$ cat config.mk
export PLATFORM = sky130hd
export DESIGN_NAME = tdma_superframe_slot_check
export DESIGN_NICKNAME = d
export VERILOG_FILES = /design/src/hw/rtl/tssc_pkg.sv /design/src/hw/rtl/tdma_superframe_slot_check.sv
export SDC_FILE = /design/constraint.sdc
export NUM_CORES = 2
export LEC_CHECK = 0
export BUFFER_PORTS_ARGS = -buffer_cell sky130_fd_sc_hd__buf_2
export CAP_MARGIN = 30
export CORE_MARGIN = 3
export CORE_UTILIZATION = 42
export CTS_BUF_LIST = sky130_fd_sc_hd__clkbuf_2
export CTS_CLUSTER_DIAMETER = 40
export DETAILED_ROUTE_END_ITERATION = 6
export PLACE_DENSITY = 0.58
export SKIP_LAST_GASP = 1
export SYNTH_ARGS = -nofsm -noshare
export SYNTH_HDL_FRONTEND = slang
export SYNTH_SLANG_ARGS = --single-unit
$ cat constraint.sdc
create_clock -name clk -period 13.8 [get_ports clk]
set_clock_uncertainty 0.1 [all_clocks]
set_input_delay 2.76 -clock clk [delete_from_list [all_inputs] [get_ports clk]]
set_output_delay 2.76 -clock clk [all_outputs]
set_load 0.02 [all_outputs]
$ cat src/hw/rtl/tssc_pkg.sv
// types, table sizes and codes shared by the superframe slot check
// no dependencies; imported by tdma_superframe_slot_check and its testbench
package tssc_pkg;

  // table sizes
  localparam int DATA_SLOTS  = 16;
  localparam int HELLO_SLOTS = 16;

  localparam int DIDX_W   = (DATA_SLOTS > 1) ? $clog2(DATA_SLOTS) : 1;
  localparam int HIDX_W   = (HELLO_SLOTS > 1) ? $clog2(HELLO_SLOTS) : 1;
  localparam int SCAN_MAX = (DATA_SLOTS > HELLO_SLOTS) ? DATA_SLOTS : HELLO_SLOTS;
  localparam int SCAN_W   = (SCAN_MAX > 1) ? $clog2(SCAN_MAX) : 1;

  // phase lengths used when the registers hold zero
  localparam logic [15:0] DEFAULT_DATA_LEN  = 16'd40;
  localparam logic [15:0] DEFAULT_HELLO_LEN = 16'd20;

  // item modes
  localparam logic [1:0] MODE_QUERY = 2'd0;
  localparam logic [1:0] MODE_DATA  = 2'd1;
  localparam logic [1:0] MODE_HELLO = 2'd2;

  // register indexes (byte address / 4)
  localparam logic [2:0] REG_DATA_LEN    = 3'd0;
  localparam logic [2:0] REG_HELLO_LEN   = 3'd1;
  localparam logic [2:0] REG_HELLO_SLOT  = 3'd2;
  localparam logic [2:0] REG_DATA_COUNT  = 3'd3;
  localparam logic [2:0] REG_HELLO_COUNT = 3'd4;

  typedef struct packed {
    logic [1:0]  mode;
    logic [23:0] node_id;
    logic [31:0] unix_time;
    logic [3:0]  entry_index;
    logic [15:0] entry_start;
    logic [15:0] entry_duration;
    logic [7:0]  entry_slot;
  } in_item_t;

  typedef struct packed {
    logic [31:0] frame_index;
    logic        in_data_window;
    logic        hello_phase;
    logic [15:0] pos_in_hello;
    logic        in_hello_slot;
    logic [7:0]  data_slot_id;
  } out_item_t;

endpackage

$ cat src/hw/rtl/tdma_superframe_slot_check.sv
// superframe slot check: bit-serial divider, table scan and register port
// depends on tssc_pkg for item types, table sizes and codes
//
// Load items (mode 1 data entry, mode 2 hello entry) are written in the cycle
// they are accepted and give no result; mode 3 is dropped. A query is taken
// apart by a restoring divider that retires one quotient bit per cycle for
// the 32-bit time, then the phase and hello position are worked out, then
// both slot tables are walked one entry per cycle up to the larger table
// size, and the result is moved to the output register once the output is
// free. No new item is taken while a query is in flight. The next item is
// taken as soon as the result sits in the output register, even while that
// result is still stalled. The slot tables have no reset; write every entry
// below the configured counts before querying.
module tdma_superframe_slot_check (
  input  logic                 clk,
  input  logic                 rst,
  // item input
  input  logic                 in_valid,
  output logic                 in_stall,
  input  tssc_pkg::in_item_t   in_item,
  // result output
  output logic                 out_valid,
  input  logic                 out_stall,
  output tssc_pkg::out_item_t  out_item,
  // register port
  input  logic                 psel,
  input  logic                 penable,
  input  logic                 pwrite,
  input  logic [4:0]           paddr,
  input  logic [31:0]          pwdata,
  output logic [31:0]          prdata,
  output logic                 pready
);
  import tssc_pkg::*;

  typedef enum logic [2:0] {S_IDLE, S_DIV, S_PREP, S_SCAN, S_OUT} state_t;

  // configuration registers
  logic [15:0] data_len;
  logic [15:0] hello_len;
  logic [7:0]  hello_slot;
  logic [4:0]  data_count;
  logic [4:0]  hello_count;

  // slot tables
  logic [23:0] d_owner [DATA_SLOTS];
  logic [15:0] d_start [DATA_SLOTS];
  logic [15:0] d_len   [DATA_SLOTS];
  logic [7:0]  d_ident [DATA_SLOTS];
  logic [23:0] h_owner [HELLO_SLOTS];
  logic [7:0]  h_number[HELLO_SLOTS];

  // query datapath
  state_t      state;
  logic [4:0]  div_cnt;
  logic [31:0] quo;
  logic [16:0] rem;
  logic [23:0] node;
  logic [15:0] pos_h;
  logic        hphase;
  logic        hello_ok;
  logic        data_ok;
  logic [SCAN_W-1:0] scan_cnt;
  logic        data_hit;
  logic        id_found;
  logic [7:0]  slot_id;
  logic        h_found;
  logic        hello_hit;

  logic        in_acc;
  logic        cfg_wr;
  logic [15:0] dlen_eff;
  logic [15:0] hlen_eff;
  logic [16:0] divisor;
  logic [17:0] trial;
  logic        trial_ge;
  logic [4:0]  dcount;
  logic [4:0]  hcount;
  logic        data_en;
  logic [12:0] used_raw;
  logic [15:0] used;
  logic        hphase_next;
  logic [15:0] pos_h_next;
  logic [DIDX_W-1:0] didx;
  logic [HIDX_W-1:0] hidx;
  logic        d_live;
  logic        h_live;
  logic        d_own;
  logic        h_own;
  logic [16:0] d_end;
  logic        d_in;
  logic [15:0] h_start;
  logic [16:0] h_end;
  logic        h_in;
  logic        out_free;

  // handshakes
  assign in_stall = (state != S_IDLE);
  assign in_acc   = in_valid && !in_stall;
  assign pready   = 1'b1;
  assign cfg_wr   = psel && penable && pwrite && pready;
  assign out_free = !out_valid || !out_stall;

  // effective lengths and counts
  assign dlen_eff = (data_len == 16'd0) ? DEFAULT_DATA_LEN : data_len;
  assign hlen_eff = (hello_len == 16'd0) ? DEFAULT_HELLO_LEN : hello_len;
  assign divisor  = {1'b0, dlen_eff} + {1'b0, hlen_eff};
  assign dcount   = (32'(data_count) > DATA_SLOTS) ? 5'(DATA_SLOTS) : data_count;
  assign hcount   = (32'(hello_count) > HELLO_SLOTS) ? 5'(HELLO_SLOTS) : hello_count;
  assign data_en  = (data_len != 16'd0) && (dcount != 5'd0);

  // one restoring division step
  assign trial    = {rem, quo[31]};
  assign trial_ge = (trial >= {1'b0, divisor});

  // phase and hello coverage from the remainder
  assign hphase_next = (rem >= {1'b0, dlen_eff});
  assign pos_h_next  = hphase_next ? 16'(rem - {1'b0, dlen_eff}) : 16'd0;
  assign used_raw    = 13'(hello_slot) * 13'(hcount);
  assign used        = ({3'd0, used_raw} > hlen_eff) ? hlen_eff : {3'd0, used_raw};

  // per-entry compares for the current scan position
  assign didx    = DIDX_W'(scan_cnt);
  assign hidx    = HIDX_W'(scan_cnt);
  assign d_live  = (32'(scan_cnt) < 32'(dcount));
  assign h_live  = (32'(scan_cnt) < 32'(hcount));
  assign d_own   = d_live && (d_owner[didx] == node);
  assign h_own   = h_live && (h_owner[hidx] == node);
  assign d_end   = {1'b0, d_start[didx]} + {1'b0, d_len[didx]};
  assign d_in    = (rem >= {1'b0, d_start[didx]}) && (rem < d_end);
  assign h_start = 16'(h_number[hidx]) * 16'(hello_slot);
  assign h_end   = {1'b0, h_start} + 17'(hello_slot);
  assign h_in    = (pos_h >= h_start) && ({1'b0, pos_h} < h_end);

  // register writes
  always_ff @(posedge clk) begin
    if (rst) begin
      data_len    <= DEFAULT_DATA_LEN;
      hello_len   <= DEFAULT_HELLO_LEN;
      hello_slot  <= 8'd0;
      data_count  <= 5'd0;
      hello_count <= 5'd0;
    end else if (cfg_wr) begin
      case (paddr[4:2])
        REG_DATA_LEN:    data_len    <= pwdata[15:0];
        REG_HELLO_LEN:   hello_len   <= pwdata[15:0];
        REG_HELLO_SLOT:  hello_slot  <= pwdata[7:0];
        REG_DATA_COUNT:  data_count  <= pwdata[4:0];
        REG_HELLO_COUNT: hello_count <= pwdata[4:0];
        default: ;
      endcase
    end
  end

  // register reads
  always_comb begin
    case (paddr[4:2])
      REG_DATA_LEN:    prdata = {16'd0, data_len};
      REG_HELLO_LEN:   prdata = {16'd0, hello_len};
      REG_HELLO_SLOT:  prdata = {24'd0, hello_slot};
      REG_DATA_COUNT:  prdata = {27'd0, data_count};
      REG_HELLO_COUNT: prdata = {27'd0, hello_count};
      default:         prdata = 32'd0;
    endcase
  end

  // table writes from load items
  always_ff @(posedge clk) begin
    if (in_acc && in_item.mode == MODE_DATA && 32'(in_item.entry_index) < DATA_SLOTS) begin
      d_owner[DIDX_W'(in_item.entry_index)] <= in_item.node_id;
      d_start[DIDX_W'(in_item.entry_index)] <= in_item.entry_start;
      d_len[DIDX_W'(in_item.entry_index)]   <= in_item.entry_duration;
      d_ident[DIDX_W'(in_item.entry_index)] <= in_item.entry_slot;
    end
    if (in_acc && in_item.mode == MODE_HELLO && 32'(in_item.entry_index) < HELLO_SLOTS) begin
      h_owner[HIDX_W'(in_item.entry_index)]  <= in_item.node_id;
      h_number[HIDX_W'(in_item.entry_index)] <= in_item.entry_slot;
    end
  end

  // query sequencer and output register
  always_ff @(posedge clk) begin
    if (rst) begin
      state     <= S_IDLE;
      out_valid <= 1'b0;
      div_cnt   <= 5'd0;
      scan_cnt  <= '0;
    end else begin
      // output valid: set on handoff, cleared once taken
      if (state == S_OUT && out_free) begin
        out_valid <= 1'b1;
      end else if (out_valid && !out_stall) begin
        out_valid <= 1'b0;
      end
      case (state)
        S_IDLE: begin
          if (in_acc && in_item.mode == MODE_QUERY) begin
            quo     <= in_item.unix_time;
            rem     <= 17'd0;
            node    <= in_item.node_id;
            div_cnt <= 5'd31;
            state   <= S_DIV;
          end
        end
        // one quotient bit per cycle
        S_DIV: begin
          rem     <= trial_ge ? 17'(trial - {1'b0, divisor}) : trial[16:0];
          quo     <= {quo[30:0], trial_ge};
          div_cnt <= div_cnt - 5'd1;
          if (div_cnt == 5'd0) begin
            state <= S_PREP;
          end
        end
        S_PREP: begin
          hphase    <= hphase_next;
          pos_h     <= pos_h_next;
          hello_ok  <= (hcount != 5'd0) && (hello_slot != 8'd0) && (pos_h_next < used);
          data_ok   <= data_en && (rem < {1'b0, data_len});
          scan_cnt  <= '0;
          data_hit  <= 1'b0;
          id_found  <= 1'b0;
          slot_id   <= 8'd0;
          h_found   <= 1'b0;
          hello_hit <= 1'b0;
          state     <= S_SCAN;
        end
        // one entry of each table per cycle
        S_SCAN: begin
          if (data_ok && d_own && d_in) begin
            data_hit <= 1'b1;
          end
          if (d_own && !id_found) begin
            id_found <= 1'b1;
            slot_id  <= d_ident[didx];
          end
          if (hello_ok && h_own && !h_found) begin
            h_found   <= 1'b1;
            hello_hit <= h_in;
          end
          scan_cnt <= scan_cnt + SCAN_W'(1);
          if (scan_cnt == SCAN_W'(SCAN_MAX - 1)) begin
            state <= S_OUT;
          end
        end
        S_OUT: begin
          if (out_free) begin
            out_item.frame_index     <= data_en ? quo : 32'd0;
            out_item.in_data_window  <= data_hit;
            out_item.hello_phase     <= hphase;
            out_item.pos_in_hello    <= pos_h;
            out_item.in_hello_slot   <= hello_hit;
            out_item.data_slot_id    <= slot_id;
            state                    <= S_IDLE;
          end
        end
        default: state <= S_IDLE;
      endcase
    end
  end

`ifndef SYNTHESIS
  // remainder is reduced once the division finishes
  a_rem_reduced: assert property (@(posedge clk) disable iff (rst)
    (state == S_PREP) |-> (rem < divisor))
    else $error("division remainder not below superframe length");

  // hello position stays inside the hello phase
  a_pos_h_range: assert property (@(posedge clk) disable iff (rst)
    (state == S_SCAN) |-> (pos_h < hlen_eff))
    else $error("hello position past hello phase");

  // an accepted query starts the divider
  a_query_starts: assert property (@(posedge clk) disable iff (rst)
    (in_acc && in_item.mode == MODE_QUERY) |=> (state == S_DIV && div_cnt == 5'd31))
    else $error("query did not start division");

  // a fresh result only appears when leaving the output state
  a_result_source: assert property (@(posedge clk) disable iff (rst)
    $rose(out_valid) |-> ($past(state) == S_OUT && state == S_IDLE))
    else $error("result raised outside output handoff");

  // load items never start a query
  a_load_no_query: assert property (@(posedge clk) disable iff (rst)
    (in_acc && in_item.mode != MODE_QUERY) |=> (state == S_IDLE))
    else $error("load item left idle");
`endif

endmodule

==> flow_summary_export.csv <==
group,metric,value,unit
global_route,grt_max_degree,127,
routing,wl_per_cell,25.5,um
layout,multi_input_area,23500,um^2
yosys,ys_seq_area_frac,0.677,
layout,regArea,52400,um^2
power,powerDensity,114,nW/um^2
global_route,grtUsageMet3,0.0413,
global_route,gr-usage-met2,0.337,
sta,max_freq,0.105,GHz
power,intPower,7.33,mW
power,netSwitchingFraction,0.246,
floorplanning,core_area,182000,um^2
critical_path,end_kind,"flop",
clock_tree,cts.hold.buffers_added,0,
routing,ant_nets,0,
clock_tree,ctsRootBufferMaster,"clkbuf_2",
floorplanning,ios,240,
yosys,syn-instance-count,4432,
critical_path,crit_path_start_kind,"flop",
global_route,gr-usage-met1,0.284,
place,pre_cts_slack,4270,ps
critical_path,crit_fanout,36,
yosys,syn-cell-area,77300,um^2
routing,drtIter0Drc,3682,
clock_tree,clock_path_buffers,4,
clock_tree,cts.reportedPaths.clkPinSlew,100,ps
yosys,synth_top_cell_by_area,"edfxtp_1",
clock_tree,cts_tree,"done",
routing,dr.pass1.iters,5,
min_path,hold_depth,0,
clock_tree,cts_resized,0,
run,cap_violations,0,
min_path,hold_class,"flop to flop",
sta,fin_tns_setup,0,ps
power,clock_power_share,0.340,
layout,final_core_util,0.468,
routing,vias,42500,
place,portBuffers,204,
critical_path,critPathArrivalTime,10870,ps
clock_tree,postCtsSetupBuffers,0,
yosys,dominantRegCellSynth,"edfxtp_1",
critical_path,regToRegEndpoint,"hello_hit",
clock_tree,cts_made_buffers,442,
global_route,grt_busiest_layer,"met2",
critical_path,crit_type,"flop to flop",
power,seq_power_share,0.612,
layout,area_delta_synth_final,10.2,%
yosys,netlist.area_leader.share,0.660,
power,p_comb_frac,0.048,
global_route,grt_pass1_wl,290000,um
critical_path,rrSetupSlack,4290,ps
clock_tree,worstSkewPairLatency,1780,ps
yosys,ys_top_cells_by_count,"edfxtp_1, mux4_2, nand2_1, ha_1, nor2_1",
yosys,ys_warn_count,0,
sta,layout_setup_ws,4290,ps
power,netSwitchingPower,2.40,mW
yosys,synth-edff-count,1699,
global_route,grt_usage,0.207,
min_path,min_from,"slot_id[6]",
power,finalPower,9.73,mW
layout,final.fill_count,16000,
critical_path,critPathSlowestCell,"dfxtp_4",
floorplanning,die_w,435,um
sta,maxSlewHeadroom,0.218,
power,p_leak,28.9,nW
routing,finalWirelength,197000,um
yosys,synthTopCellsByArea,"edfxtp_1, mux4_2, ha_1",
clock_tree,h-tree-depth,5,
yosys,avgSynthCellArea,17.4,um^2
sta,hold_viol_final,0,
floorplanning,die_y,435,um
routing,avgViaCountPerCell,5.49,
sta,fin_crit_sh,0.689,
yosys,synthArstFlopShare,0,
layout,final_net_count,5421,
status,outcome,"finished clean",
global_route,grt_pass1_vias,43400,
power,ir_worst_vdd,0.0805,mV
floorplanning,initial_utilization,0.425,
min_path,min_to,"out_item[6]",
critical_path,cpPeakStageDelay,860,ps
clock_tree,clock_sinks,1766,
sta,slew_violations,0,
sta,setup_viol,0,
global_route,antenna_found_initial,23,
sta,worst_slew_pin_slew,1170,ps
floorplanning,rows,156,
critical_path,required,15160,ps
place,gp_congestion,0.824,
yosys,yosysMostFrequentCell,"edfxtp_1",
yosys,yosys_register_bits,1766,
sta,post-route-min-period,9510,ps
global_route,gr-total-overflow,0,
yosys,post_synth_num_cell_types,75,
sta,rsz0062_at_grt,"no",
routing,drc,0,
layout,drive_gt1_frac,0.275,
critical_path,reg2reg_depth,28,
place,dp_hpwl,117000,um
floorplanning,die_area,189000,um^2
==> cell usage in the layout, fill, tap and decap left out, types with 27 or more instances in the layout <==
master,synthesis,routed
edfxtp_1,1699,1699
clkbuf_2,0,614
mux4_2,430,430
nand2_1,274,274
ha_1,244,244
buf_2,56,204
inv_1,187,187
nor2_1,214,179
a21oi_1,138,137
and2_1,118,118
mux2i_1,113,113
clkinv_1,0,98
xor2_1,87,87
buf_4,37,83
xnor2_1,63,63
dfxtp_1,67,63
o21ai_0,59,59
fa_1,59,59
a21o_1,56,56
nor3_1,47,46
nand3_1,37,37
nor2_4,0,34
nor2b_1,28,28
clkinv_2,0,27
==> state kept, by name (all words and copies together) (netlist names), 16 cells and up, named ones only <==
name and cells:
h_owner 384, d_len 256, h_number 128, d_start 256, node 24, out_item 59, pos_h 16, quo 32
d_ident 128, hello_len 16, rem 17, d_owner 384, data_len 16
==> logic make-up after synthesis <==
group,after synthesis,synth area share
other,2,0.0000971
AOI/OAI and AO/OA,419,0.0351
adders and majority gates,303,0.0548
DFF,1766,0.677
and+or+nand+nor,830,0.0505
xor gates and xnor gates,150,0.0170
muxes,557,0.142
buffers and inverters,405,0.0236
==> power by group through the flow <==
stage          registers [mW]  clock network (mW)  logic (mW)
6_report                 5.96                3.30       0.470
5_1_grt                  5.96                3.70       0.527
4_1_cts                  5.96                3.44       0.478
3_5_place_dp             6.08                   0       0.476
3_3_place_gp             6.08                   0       0.464
2_1_floorplan            6.06                   0       0.288
==> layer usage <==
| metal | share of wire | vias up |
|---|---|---|
| met5 | 0.00039 | - |
| met4 | 0.024 | 10 |
| met3 | 0.064 | 318 |
| met2 | 0.48 | 1494 |
| met1 | 0.43 | 22000 |
| li1 | - | 18700 |
==> through the flow <==
| step | cells | area [um^2] | hold WS (ps) |
|---|---|---|---|
| after floorplan | 4450 | 77400 | 300 |
| after global placement | 6970 | 81300 | 303 |
| after detailed placement | 6975 | 81400 | 307 |
| after CTS | 7725 | 85100 | 317 |
| after global routing | 7731 | 85200 | 327 |
| final | 7738 | 85200 | 314 |
==> worst max path at each step <==
stage | to | slack [ps] | cells past startpoint
floorplan | out_item[0] | 5830 | 2
global placement | hello_hit | 4250 | 29
detailed placement | hello_hit | 4270 | 29
CTS | hello_hit | 4220 | 29
global route | hello_hit | 3680 | 29
finish | hello_hit | 4290 | 28
==> final cells by class <==
class,count,share of cell area
clock buffers,614,0.0361
well taps,2449,0.0360
diodes,11,0.000323
inverters,188,0.00828
clock inverters,136,0.00753
multi-input cells,2279,0.276
flip-flops and latches,1766,0.615
repair buffers,295,0.0216
==> worst max-delay path, delay by kind of cell (launching register included) <==
family	cells	cell delay, ps
multiplexers	2	880
adder cells (fa/ha/maj)	6	2340
XOR/XNOR	2	300
AND/OR/NAND/NOR	6	1050
flip-flops	1	860
AO/OA/AOI/OAI	9	2750
buffers and inverters	3	870
No activity file was read; power rests on OpenSTA's default activity.
